File: src/hde_pkg.sv
`timescale 1ns / 1ps

package hde_pkg;

  localparam int unsigned DATE_LEN      = 29;
  localparam int unsigned QUEUE_DEPTH_D = 4;

  localparam logic [13:0] YEAR_MIN = 14'd1970;
  localparam logic [13:0] YEAR_MAX = 14'd2099;

  localparam logic [2:0] ST_OK        = 3'd0;
  localparam logic [2:0] ST_BAD_LEN   = 3'd1;
  localparam logic [2:0] ST_BAD_MONTH = 3'd2;
  localparam logic [2:0] ST_BAD_DIGIT = 3'd3;
  localparam logic [2:0] ST_BAD_YEAR  = 3'd4;

  // one parsed date, handed from the parser to the arithmetic side
  typedef struct packed {
    logic [13:0] year;
    logic [3:0]  month;
    logic [6:0]  day;
    logic [6:0]  hour;
    logic [6:0]  minute;
    logic [6:0]  second;
    logic [2:0]  status;
  } hde_rec_t;

endpackage

File: src/hde_front.sv
`timescale 1ns / 1ps

module hde_front import hde_pkg::*; (
  input  logic       clk,
  input  logic       rst_n,
  input  logic       in_tvalid,
  output logic       in_tready,
  input  logic [7:0] in_ch,
  input  logic       in_last,
  input  logic       q_full,
  output logic       q_push,
  output hde_rec_t   q_rec
);

  localparam logic [4:0] POS_DAY0   = 5'd5;
  localparam logic [4:0] POS_DAY1   = 5'd6;
  localparam logic [4:0] POS_MON0   = 5'd8;
  localparam logic [4:0] POS_MON1   = 5'd9;
  localparam logic [4:0] POS_MON2   = 5'd10;
  localparam logic [4:0] POS_YEAR0  = 5'd12;
  localparam logic [4:0] POS_YEAR1  = 5'd13;
  localparam logic [4:0] POS_YEAR2  = 5'd14;
  localparam logic [4:0] POS_YEAR3  = 5'd15;
  localparam logic [4:0] POS_HOUR0  = 5'd17;
  localparam logic [4:0] POS_HOUR1  = 5'd18;
  localparam logic [4:0] POS_MIN0   = 5'd20;
  localparam logic [4:0] POS_MIN1   = 5'd21;
  localparam logic [4:0] POS_SEC0   = 5'd23;
  localparam logic [4:0] POS_SEC1   = 5'd24;
  localparam logic [4:0] POS_FINAL  = 5'(DATE_LEN - 1);
  localparam logic [4:0] POS_SAT    = 5'd31;

  function automatic logic [3:0] month_of(input logic [7:0] a, input logic [7:0] b,
                                          input logic [7:0] c);
    logic [23:0] nm;
    nm = {a, b, c};
    unique case (nm)
      "Jan": month_of = 4'd1;
      "Feb": month_of = 4'd2;
      "Mar": month_of = 4'd3;
      "Apr": month_of = 4'd4;
      "May": month_of = 4'd5;
      "Jun": month_of = 4'd6;
      "Jul": month_of = 4'd7;
      "Aug": month_of = 4'd8;
      "Sep": month_of = 4'd9;
      "Oct": month_of = 4'd10;
      "Nov": month_of = 4'd11;
      "Dec": month_of = 4'd12;
      default: month_of = 4'd0;
    endcase
  endfunction

  logic [4:0]  pos_r, pos_nxt;
  logic [6:0]  day_r, day_nxt;
  logic [15:0] mlet_r, mlet_nxt;
  logic [3:0]  mon_r, mon_nxt;
  logic [13:0] year_r, year_nxt;
  logic [6:0]  hour_r, hour_nxt;
  logic [6:0]  min_r, min_nxt;
  logic [6:0]  sec_r, sec_nxt;
  logic        derr_r, derr_nxt;

  logic       fire;
  logic       is_dig;
  logic [3:0] dval;
  logic       num_pos;

  assign in_tready = !q_full;
  assign fire      = in_tvalid && in_tready;
  assign is_dig    = (in_ch >= 8'h30) && (in_ch <= 8'h39);
  assign dval      = in_ch[3:0];

  always_comb begin
    day_nxt  = day_r;
    mlet_nxt = mlet_r;
    mon_nxt  = mon_r;
    year_nxt = year_r;
    hour_nxt = hour_r;
    min_nxt  = min_r;
    sec_nxt  = sec_r;
    num_pos  = 1'b1;
    unique case (pos_r)
      POS_DAY0, POS_DAY1:
        if (is_dig) day_nxt = 7'(day_r * 7'd10 + 7'(dval));
      POS_MON0: begin
        mlet_nxt[15:8] = in_ch;
        num_pos = 1'b0;
      end
      POS_MON1: begin
        mlet_nxt[7:0] = in_ch;
        num_pos = 1'b0;
      end
      POS_MON2: begin
        mon_nxt = month_of(mlet_r[15:8], mlet_r[7:0], in_ch);
        num_pos = 1'b0;
      end
      POS_YEAR0, POS_YEAR1, POS_YEAR2, POS_YEAR3:
        if (is_dig) year_nxt = 14'(year_r * 14'd10 + 14'(dval));
      POS_HOUR0, POS_HOUR1:
        if (is_dig) hour_nxt = 7'(hour_r * 7'd10 + 7'(dval));
      POS_MIN0, POS_MIN1:
        if (is_dig) min_nxt = 7'(min_r * 7'd10 + 7'(dval));
      POS_SEC0, POS_SEC1:
        if (is_dig) sec_nxt = 7'(sec_r * 7'd10 + 7'(dval));
      default: num_pos = 1'b0;
    endcase
    derr_nxt = derr_r || (num_pos && !is_dig);
    pos_nxt  = (pos_r == POS_SAT) ? pos_r : 5'(pos_r + 5'd1);
  end

  // result record built from the state including this character
  always_comb begin
    q_rec.year   = year_nxt;
    q_rec.month  = mon_nxt;
    q_rec.day    = day_nxt;
    q_rec.hour   = hour_nxt;
    q_rec.minute = min_nxt;
    q_rec.second = sec_nxt;
    priority if (pos_r != POS_FINAL)                          q_rec.status = ST_BAD_LEN;
    else if (mon_nxt == 4'd0)                                 q_rec.status = ST_BAD_MONTH;
    else if (derr_nxt)                                        q_rec.status = ST_BAD_DIGIT;
    else if (year_nxt < YEAR_MIN || year_nxt > YEAR_MAX)      q_rec.status = ST_BAD_YEAR;
    else                                                      q_rec.status = ST_OK;
  end

  assign q_push = fire && in_last;

  always_ff @(posedge clk) begin
    if (!rst_n || q_push) begin
      pos_r  <= '0;
      day_r  <= '0;
      mlet_r <= '0;
      mon_r  <= '0;
      year_r <= '0;
      hour_r <= '0;
      min_r  <= '0;
      sec_r  <= '0;
      derr_r <= 1'b0;
    end else if (fire) begin
      pos_r  <= pos_nxt;
      day_r  <= day_nxt;
      mlet_r <= mlet_nxt;
      mon_r  <= mon_nxt;
      year_r <= year_nxt;
      hour_r <= hour_nxt;
      min_r  <= min_nxt;
      sec_r  <= sec_nxt;
      derr_r <= derr_nxt;
    end
  end

endmodule

File: src/hde_queue.sv
`timescale 1ns / 1ps

module hde_queue import hde_pkg::*; #(
  parameter int unsigned DEPTH = QUEUE_DEPTH_D
) (
  input  logic     clk,
  input  logic     rst_n,
  input  logic     push,
  input  hde_rec_t push_rec,
  output logic     full,
  input  logic     pop,
  output logic     pop_valid,
  output hde_rec_t pop_rec
);

  localparam int unsigned PW = (DEPTH > 1) ? $clog2(DEPTH) : 1;
  localparam int unsigned CW = $clog2(DEPTH + 1);
  localparam logic [PW-1:0] PTR_LAST = PW'(DEPTH - 1);
  localparam logic [CW-1:0] CNT_FULL = CW'(DEPTH);

  hde_rec_t        mem [DEPTH];
  logic [PW-1:0]   wr_r, rd_r;
  logic [CW-1:0]   cnt_r, cnt_nxt;
  logic            do_push, do_pop;

  assign full      = (cnt_r == CNT_FULL);
  assign pop_valid = (cnt_r != '0);
  assign pop_rec   = mem[rd_r];
  assign do_push   = push && !full;
  assign do_pop    = pop && pop_valid;

  always_comb begin
    cnt_nxt = cnt_r;
    if (do_push && !do_pop) cnt_nxt = CW'(cnt_r + 1'b1);
    else if (do_pop && !do_push) cnt_nxt = CW'(cnt_r - 1'b1);
  end

  always_ff @(posedge clk) begin
    if (!rst_n) begin
      wr_r  <= '0;
      rd_r  <= '0;
      cnt_r <= '0;
    end else begin
      cnt_r <= cnt_nxt;
      if (do_push) wr_r <= (wr_r == PTR_LAST) ? '0 : PW'(wr_r + 1'b1);
      if (do_pop)  rd_r <= (rd_r == PTR_LAST) ? '0 : PW'(rd_r + 1'b1);
    end
  end

  always_ff @(posedge clk) begin
    if (do_push) mem[wr_r] <= push_rec;
  end

endmodule

File: src/hde_back.sv
`timescale 1ns / 1ps

module hde_back import hde_pkg::*; (
  input  logic        clk,
  input  logic        rst_n,
  input  logic        q_valid,
  input  hde_rec_t    q_rec,
  output logic        q_pop,
  output logic        out_tvalid,
  input  logic        out_tready,
  output logic [31:0] out_epoch,
  output logic [2:0]  out_status
);

  function automatic logic [8:0] days_before(input logic [3:0] idx, input logic leap);
    logic [8:0] d;
    unique case (idx)
      4'd0:  d = 9'd0;
      4'd1:  d = 9'd31;
      4'd2:  d = 9'd59;
      4'd3:  d = 9'd90;
      4'd4:  d = 9'd120;
      4'd5:  d = 9'd151;
      4'd6:  d = 9'd181;
      4'd7:  d = 9'd212;
      4'd8:  d = 9'd243;
      4'd9:  d = 9'd273;
      4'd10: d = 9'd304;
      4'd11: d = 9'd334;
      default: d = 9'd365;
    endcase
    if (leap && idx >= 4'd2) d = 9'(d + 9'd1);
    days_before = d;
  endfunction

  // stage 1: day count (17-bit two's complement) and time of day
  logic               s1_v_r;
  logic signed [16:0] s1_days_r;
  logic [19:0]        s1_tod_r;
  logic [2:0]         s1_st_r;
  logic               out_v_r;
  logic [31:0]        out_epoch_r;
  logic [2:0]         out_st_r;

  logic               out_ld, s1_ld;
  logic               ok;
  logic [7:0]         yoff;
  logic               leap;
  logic [3:0]         midx;
  logic [16:0]        days_c;
  logic [19:0]        tod_c;
  logic [31:0]        epoch_c;

  assign out_ld = !out_v_r || out_tready;
  assign s1_ld  = !s1_v_r || out_ld;
  assign q_pop  = q_valid && s1_ld;

  assign ok   = (q_rec.status == ST_OK);
  assign yoff = 8'(q_rec.year - YEAR_MIN);
  // years 1970..2099 only: every fourth year is leap, 2000 included
  assign leap = (q_rec.year[1:0] == 2'd0);
  assign midx = 4'(q_rec.month - 4'd1);

  // leap days before this year reduce to (yoff + 1) / 4 over this range
  assign days_c = 17'(17'(yoff) * 17'd365 + 17'(9'(yoff + 8'd1) >> 2)
                + 17'(days_before(midx, leap)) + 17'(q_rec.day) - 17'd1);
  assign tod_c  = 20'(20'(q_rec.hour) * 20'd3600 + 20'(q_rec.minute) * 20'd60
                + 20'(q_rec.second));

  assign epoch_c = 32'({{15{s1_days_r[16]}}, s1_days_r} * 32'd86400) + 32'(s1_tod_r);

  always_ff @(posedge clk) begin
    if (!rst_n) begin
      s1_v_r  <= 1'b0;
      out_v_r <= 1'b0;
    end else begin
      if (s1_ld)  s1_v_r  <= q_valid;
      if (out_ld) out_v_r <= s1_v_r;
    end
  end

  always_ff @(posedge clk) begin
    if (q_pop) begin
      s1_days_r <= ok ? signed'(days_c) : '0;
      s1_tod_r  <= ok ? tod_c : '0;
      s1_st_r   <= q_rec.status;
    end
    if (out_ld && s1_v_r) begin
      out_epoch_r <= epoch_c;
      out_st_r    <= s1_st_r;
    end
  end

  assign out_tvalid = out_v_r;
  assign out_epoch  = out_epoch_r;
  assign out_status = out_st_r;

endmodule

File: src/http_date_to_epoch_seconds.sv
`timescale 1ns / 1ps

// HTTP date parser: takes one character of a date such as
// "Sat, 08 Dec 2018 07:38:17 GMT" per cycle, tlast on the final one, and
// returns POSIX seconds plus a status for each string (0 ok, 1 length not
// 29, 2 unknown month, 3 non-digit in a number field, 4 year outside
// 1970..2099; seconds read zero on error). One character is taken per
// cycle while the queue is not full; in_tready drops when it is full.
// A result passes from the parser through the queue into the day-count
// stage, then through the multiply-by-86400 into the output register. The
// parser keeps taking characters while the output stalls until
// QUEUE_DEPTH finished dates wait in its queue.
module http_date_to_epoch_seconds import hde_pkg::*; #(
  parameter int unsigned QUEUE_DEPTH = QUEUE_DEPTH_D
) (
  input  logic        clk,
  input  logic        rst_n,
  input  logic        in_tvalid,
  output logic        in_tready,
  input  logic [7:0]  in_tdata,   // [7:0] ch
  input  logic        in_tlast,
  output logic        out_tvalid,
  input  logic        out_tready,
  output logic [39:0] out_tdata   // [31:0] epoch_seconds, [34:32] status, rest zero
);

  hde_rec_t    push_rec, head_rec;
  logic        q_full, q_push, q_pop, q_valid;
  logic [31:0] epoch;
  logic [2:0]  status;

  hde_front u_front (
    .clk       (clk),
    .rst_n     (rst_n),
    .in_tvalid (in_tvalid),
    .in_tready (in_tready),
    .in_ch     (in_tdata),
    .in_last   (in_tlast),
    .q_full    (q_full),
    .q_push    (q_push),
    .q_rec     (push_rec)
  );

  hde_queue #(.DEPTH(QUEUE_DEPTH)) u_queue (
    .clk       (clk),
    .rst_n     (rst_n),
    .push      (q_push),
    .push_rec  (push_rec),
    .full      (q_full),
    .pop       (q_pop),
    .pop_valid (q_valid),
    .pop_rec   (head_rec)
  );

  hde_back u_back (
    .clk        (clk),
    .rst_n      (rst_n),
    .q_valid    (q_valid),
    .q_rec      (head_rec),
    .q_pop      (q_pop),
    .out_tvalid (out_tvalid),
    .out_tready (out_tready),
    .out_epoch  (epoch),
    .out_status (status)
  );

  assign out_tdata = {5'd0, status, epoch};

endmodule

File: config.mk
export PLATFORM = sky130hd
export DESIGN_NAME = http_date_to_epoch_seconds
export DESIGN_NICKNAME = d
export VERILOG_FILES = /design/src/hde_pkg.sv /design/src/hde_front.sv /design/src/hde_queue.sv /design/src/hde_back.sv /design/src/http_date_to_epoch_seconds.sv
export SDC_FILE = /design/constraint.sdc
export NUM_CORES = 1
export LEC_CHECK = 0
export ABC_AREA = 1
export ABC_CLOCK_PERIOD_IN_PS = 18000
export BUFFER_PORTS_ARGS = -buffer_cell sky130_fd_sc_hd__buf_2
export CAP_MARGIN = 20
export CORE_MARGIN = 1.5
export CORE_UTILIZATION = 57
export DETAILED_ROUTE_END_ITERATION = 8
export MAX_ROUTING_LAYER = met4
export PLACE_DENSITY = 0.74
export SLEW_MARGIN = 10
export SYNTH_ARGS = -nofsm -noshare
export SYNTH_HDL_FRONTEND = slang
export SYNTH_SLANG_ARGS = --single-unit
File: constraint.sdc
create_clock -name clk -period 18 [get_ports clk]
set_input_delay 3.6 -clock clk [delete_from_list [all_inputs] [get_ports clk]]
set_output_delay 3.6 -clock clk [all_outputs]
set_load 0.01 [all_outputs]
==> impl_results.md <==
- Chip width: 211 µm
- Worst relative slew slack: 30.9%
- Library cell with the highest instance count after synthesis: sky130_fd_sc_hd__inv_1
- Hold WC Path Type: flop to flop
- Highest clock rate: 0.127 GHz
- Beginning of the worst hold path: u_back.s1_tod_r[4]
- Seq/Total Area, Yosys: 36.6%
- Detailed placement HPWL: 40,700 µm
- Slowest stage cell on the critical path: sky130_fd_sc_hd__buf_4
- Vias/cell: 5.45
- Layout Nets: 3,262
- Clock transition at the registers of the reported paths: 60 ps
- Maximum root-to-sink buffer count: 3
- Leading area contributor after synthesis: sky130_fd_sc_hd__edfxtp_1
- Reported max-cap violation count: 0
- Register-to-Register Path Depth: 37
- Total number of vias: 18,700
- Die height: 211 µm
- Number of antenna violations at the first check in global routing: 1
- Final number of max-transition violations: 0
- Total of flip-flops plus latches after synthesis: 326
- Number of global-route vias before repair: 18,700
- CTS buffer count: 37
- Top flip-flop cell by instance count after synthesis: sky130_fd_sc_hd__edfxtp_1
- Routability-driven placement congestion ratio: 0.923
- Hold Path Stages: 0
- Most instantiated cells after synthesis: sky130_fd_sc_hd__inv_1 (513), sky130_fd_sc_hd__nand2_1 (468), sky130_fd_sc_hd__ha_1 (266), sky130_fd_sc_hd__edfxtp_1 (247), sky130_fd_sc_hd__nor2_1 (226)
- Clock tree root driver cell: sky130_fd_sc_hd__clkbuf_16
- Count of boundary I/O pins: 55
- Area growth from synthesis to final layout: 7.94%
- Starting density of the core: 58.3%
- Run status: completed
- Type of the setup path with the least slack: flop to flop
- Yosys warning total: 0
- Share of layout cells above drive strength 1: 6.23%
- DRC Markers: 0
- Largest net degree at the start of global routing: 63
- Nature of the critical path endpoint: flop
- Slew @ Worst Pin: 1040 ps
- Std-Cell Core Area: 42,200 µm²
- Fin Setup TNS: 0 ps
- TritonCTS clock tree: built
- R2R setup slack: 10,140 ps
- Final worst path period share: 43.7%
- Final min period: 7860 ps
- Unrepaired setup endpoints after global routing: no
- CP Launch Type: flop
- Resized Gates After CTS: 0
- Routed wire length: 53,700 µm
- CP dominant cell by count: sky130_fd_sc_hd__inv_1
- Worst endpoint data arrival time: 8150 ps
- Port Buf Inserts: 49
- Global-route wire length before repair: 89,100 µm
- Wire length per cell after detailed routing: 15.7 µm
- Die area: 44,400 µm²
- Initial DRC Count: 1,233
- Critical path data required time: 18,290 ps
- Final setup violation count: 0
- Cell area after synthesis: 24,600 µm²
- Unique cell type count in the Yosys netlist: 61
- Insertion delay of the later-clocked pin in the worst-skew pair: 550 ps
- Number of hold violations in the final report: 0
- Aggregate global routing overflow: 0
- Global Route Usage Sum: 25.5%
- Max Fanout on Critical Path: 62
- Number of sinks driven by the clock tree: 326
- Peak per-stage delay on the critical path: 620 ps
- Clock Skew: 20.7 ps
- Number of flops mapped to enable cells by yosys: 247
- Endpoint of the worst-slack reg-to-reg timing path: u_back.s1_days_r[13]
- Placement Rows: 75
- Capture endpoint of the worst hold path: u_back.out_epoch[4]
- Post-CTS setup repair buffer count: 0
- Post-synthesis area per instance: 8.75 µm²
- Proportion of netlist area held by the largest area contributor: 30.1%
- CTS H-tree depth: 2
- Drt first pass iters: 6
- Post-synth ARST share: 0%
- Largest cells by area after synthesis: sky130_fd_sc_hd__edfxtp_1 (30%), sky130_fd_sc_hd__ha_1 (14%), sky130_fd_sc_hd__fa_1 (10%)
- Cts hold-fix bufs: 0
- Number of instances in the synthesized netlist: 2,811
- Post-DRT Antenna Nets: 0
how the worst max path moves through the flow:
stage,end,cells past startpoint,from
2_1_floorplan,u_queue.mem[0][0],4,in_tvalid
3_3_place_gp,u_back.s1_days_r[13],37,flop
3_5_place_dp,u_back.s1_days_r[13],37,flop
4_1_cts,u_back.s1_days_r[13],37,flop
5_1_grt,u_back.s1_days_r[14],38,flop
6_report,u_back.s1_days_r[13],37,flop
layout make-up:
class / count / area [µm²]
Antenna cell: 1 / 2.50
Clock buffer: 47 / 995
Clock inverter: 20 / 179
Fill cell: 3453 / 15700
Inverter: 522 / 1960
Multi-Input combinational cell: 1909 / 13400
Sequential cell: 326 / 9000
Tap cell: 539 / 674
Timing Repair Buffer: 64 / 355
kinds of logic (layout without fill, tap and decap cells):
family                     after synthesis  count (layout)  synth area share, %
and+or+nand+nor                        943             943                 16.5
buffers and inverters                  580             653                 9.23
AOI/OAI and AO/OA                      471             471                 10.4
adders and majority gates              389             389                 23.5
DFF                                    326             326                 36.6
xor gates and xnor gates               101             101                 3.70
other                                    1               6               0.0152
sequential cells by signal (all words and copies together), names as in the netlist, named ones only:
register           flops
u_queue.rd_r           2
u_back.s1_st_r         3
u_front.mon_r          4
u_front.day_r          7
u_queue.mem          172
u_queue.cnt_r          3
u_back.s1_days_r      17
u_back.out_status      3
u_front.min_r          7
u_front.pos_r          5
u_back.out_tvalid      1
u_queue.wr_r           2
u_back.out_epoch      32
u_front.mlet_r        16
u_back.s1_tod_r       20
u_front.hour_r         7
u_front.year_r        14
u_front.derr_r         1
u_back.s1_v_r          1
u_front.sec_r          7
placed cells by master, fill, tap and decap left out, types with 6 or more instances in the layout:
master                      Yosys  routed
sky130_fd_sc_hd__a21oi_1      194     193
sky130_fd_sc_hd__a32o_1         9       9
sky130_fd_sc_hd__a32oi_1        8       8
sky130_fd_sc_hd__inv_2          6       6
sky130_fd_sc_hd__or2_2         12      12
sky130_fd_sc_hd__fa_1         123     123
sky130_fd_sc_hd__nor3_1        34      34
sky130_fd_sc_hd__xnor2_1       38      38
sky130_fd_sc_hd__buf_4          7      14
sky130_fd_sc_hd__nand3_1      121     121
sky130_fd_sc_hd__o21ai_0      190     190
sky130_fd_sc_hd__clkinv_1       2      10
sky130_fd_sc_hd__inv_1        513     513
sky130_fd_sc_hd__nor2_4         2       6
sky130_fd_sc_hd__clkbuf_16      0      38
sky130_fd_sc_hd__clkbuf_1      28       8
sky130_fd_sc_hd__buf_2         10      50
sky130_fd_sc_hd__nor2_1       226     222
sky130_fd_sc_hd__o22ai_1       17      17
sky130_fd_sc_hd__edfxtp_1     247     247
sky130_fd_sc_hd__dfxtp_1       79      78
sky130_fd_sc_hd__nand3_2        7       7
sky130_fd_sc_hd__ha_1         266     266
sky130_fd_sc_hd__nand4_1       36      36
sky130_fd_sc_hd__xor2_1        61      61
sky130_fd_sc_hd__nand2_2       13      13
sky130_fd_sc_hd__o21ai_1       16      16
sky130_fd_sc_hd__nand2_1      468     468
routing by layer:
metal / part of all wire, % / vias up / GRT usage, %
met2: 49 / 487 / 43.9
met1: 43 / 8790 / 30.9
met5: 0 / - / -
li1: - / 9321 / -
met4: 2.9 / 0 / 8.79
met3: 5.0 / 101 / 3.48
worst max-delay path, delay by kind of cell, from the launching register on:
| kind | cells | cell delay, ps |
|---|---|---|
| xor+xnor | 1 | 270 |
| compound gates | 5 | 770 |
| simple gates | 14 | 1470 |
| flops | 1 | 310 |
| buf+inv | 9 | 1850 |
| fa+ha+maj | 8 | 2910 |
metrics by stage:
stage	area, µm²	utilization (%)	hold slack [ps]	setup slack, ps	instances
after CTS	26600	62.9	419	10240	3427
after global routing	26600	62.9	427	9520	3428
after global placement	25400	60.1	402	10560	3359
final	26600	62.9	418	10140	3428
after floorplan	24600	-	400	11830	2815
after detailed placement	25400	60.1	406	10280	3360
Power is left out: the tool's default activity adds up to more than one toggle a clock period on the data nets, which glitch-free logic cannot reach.
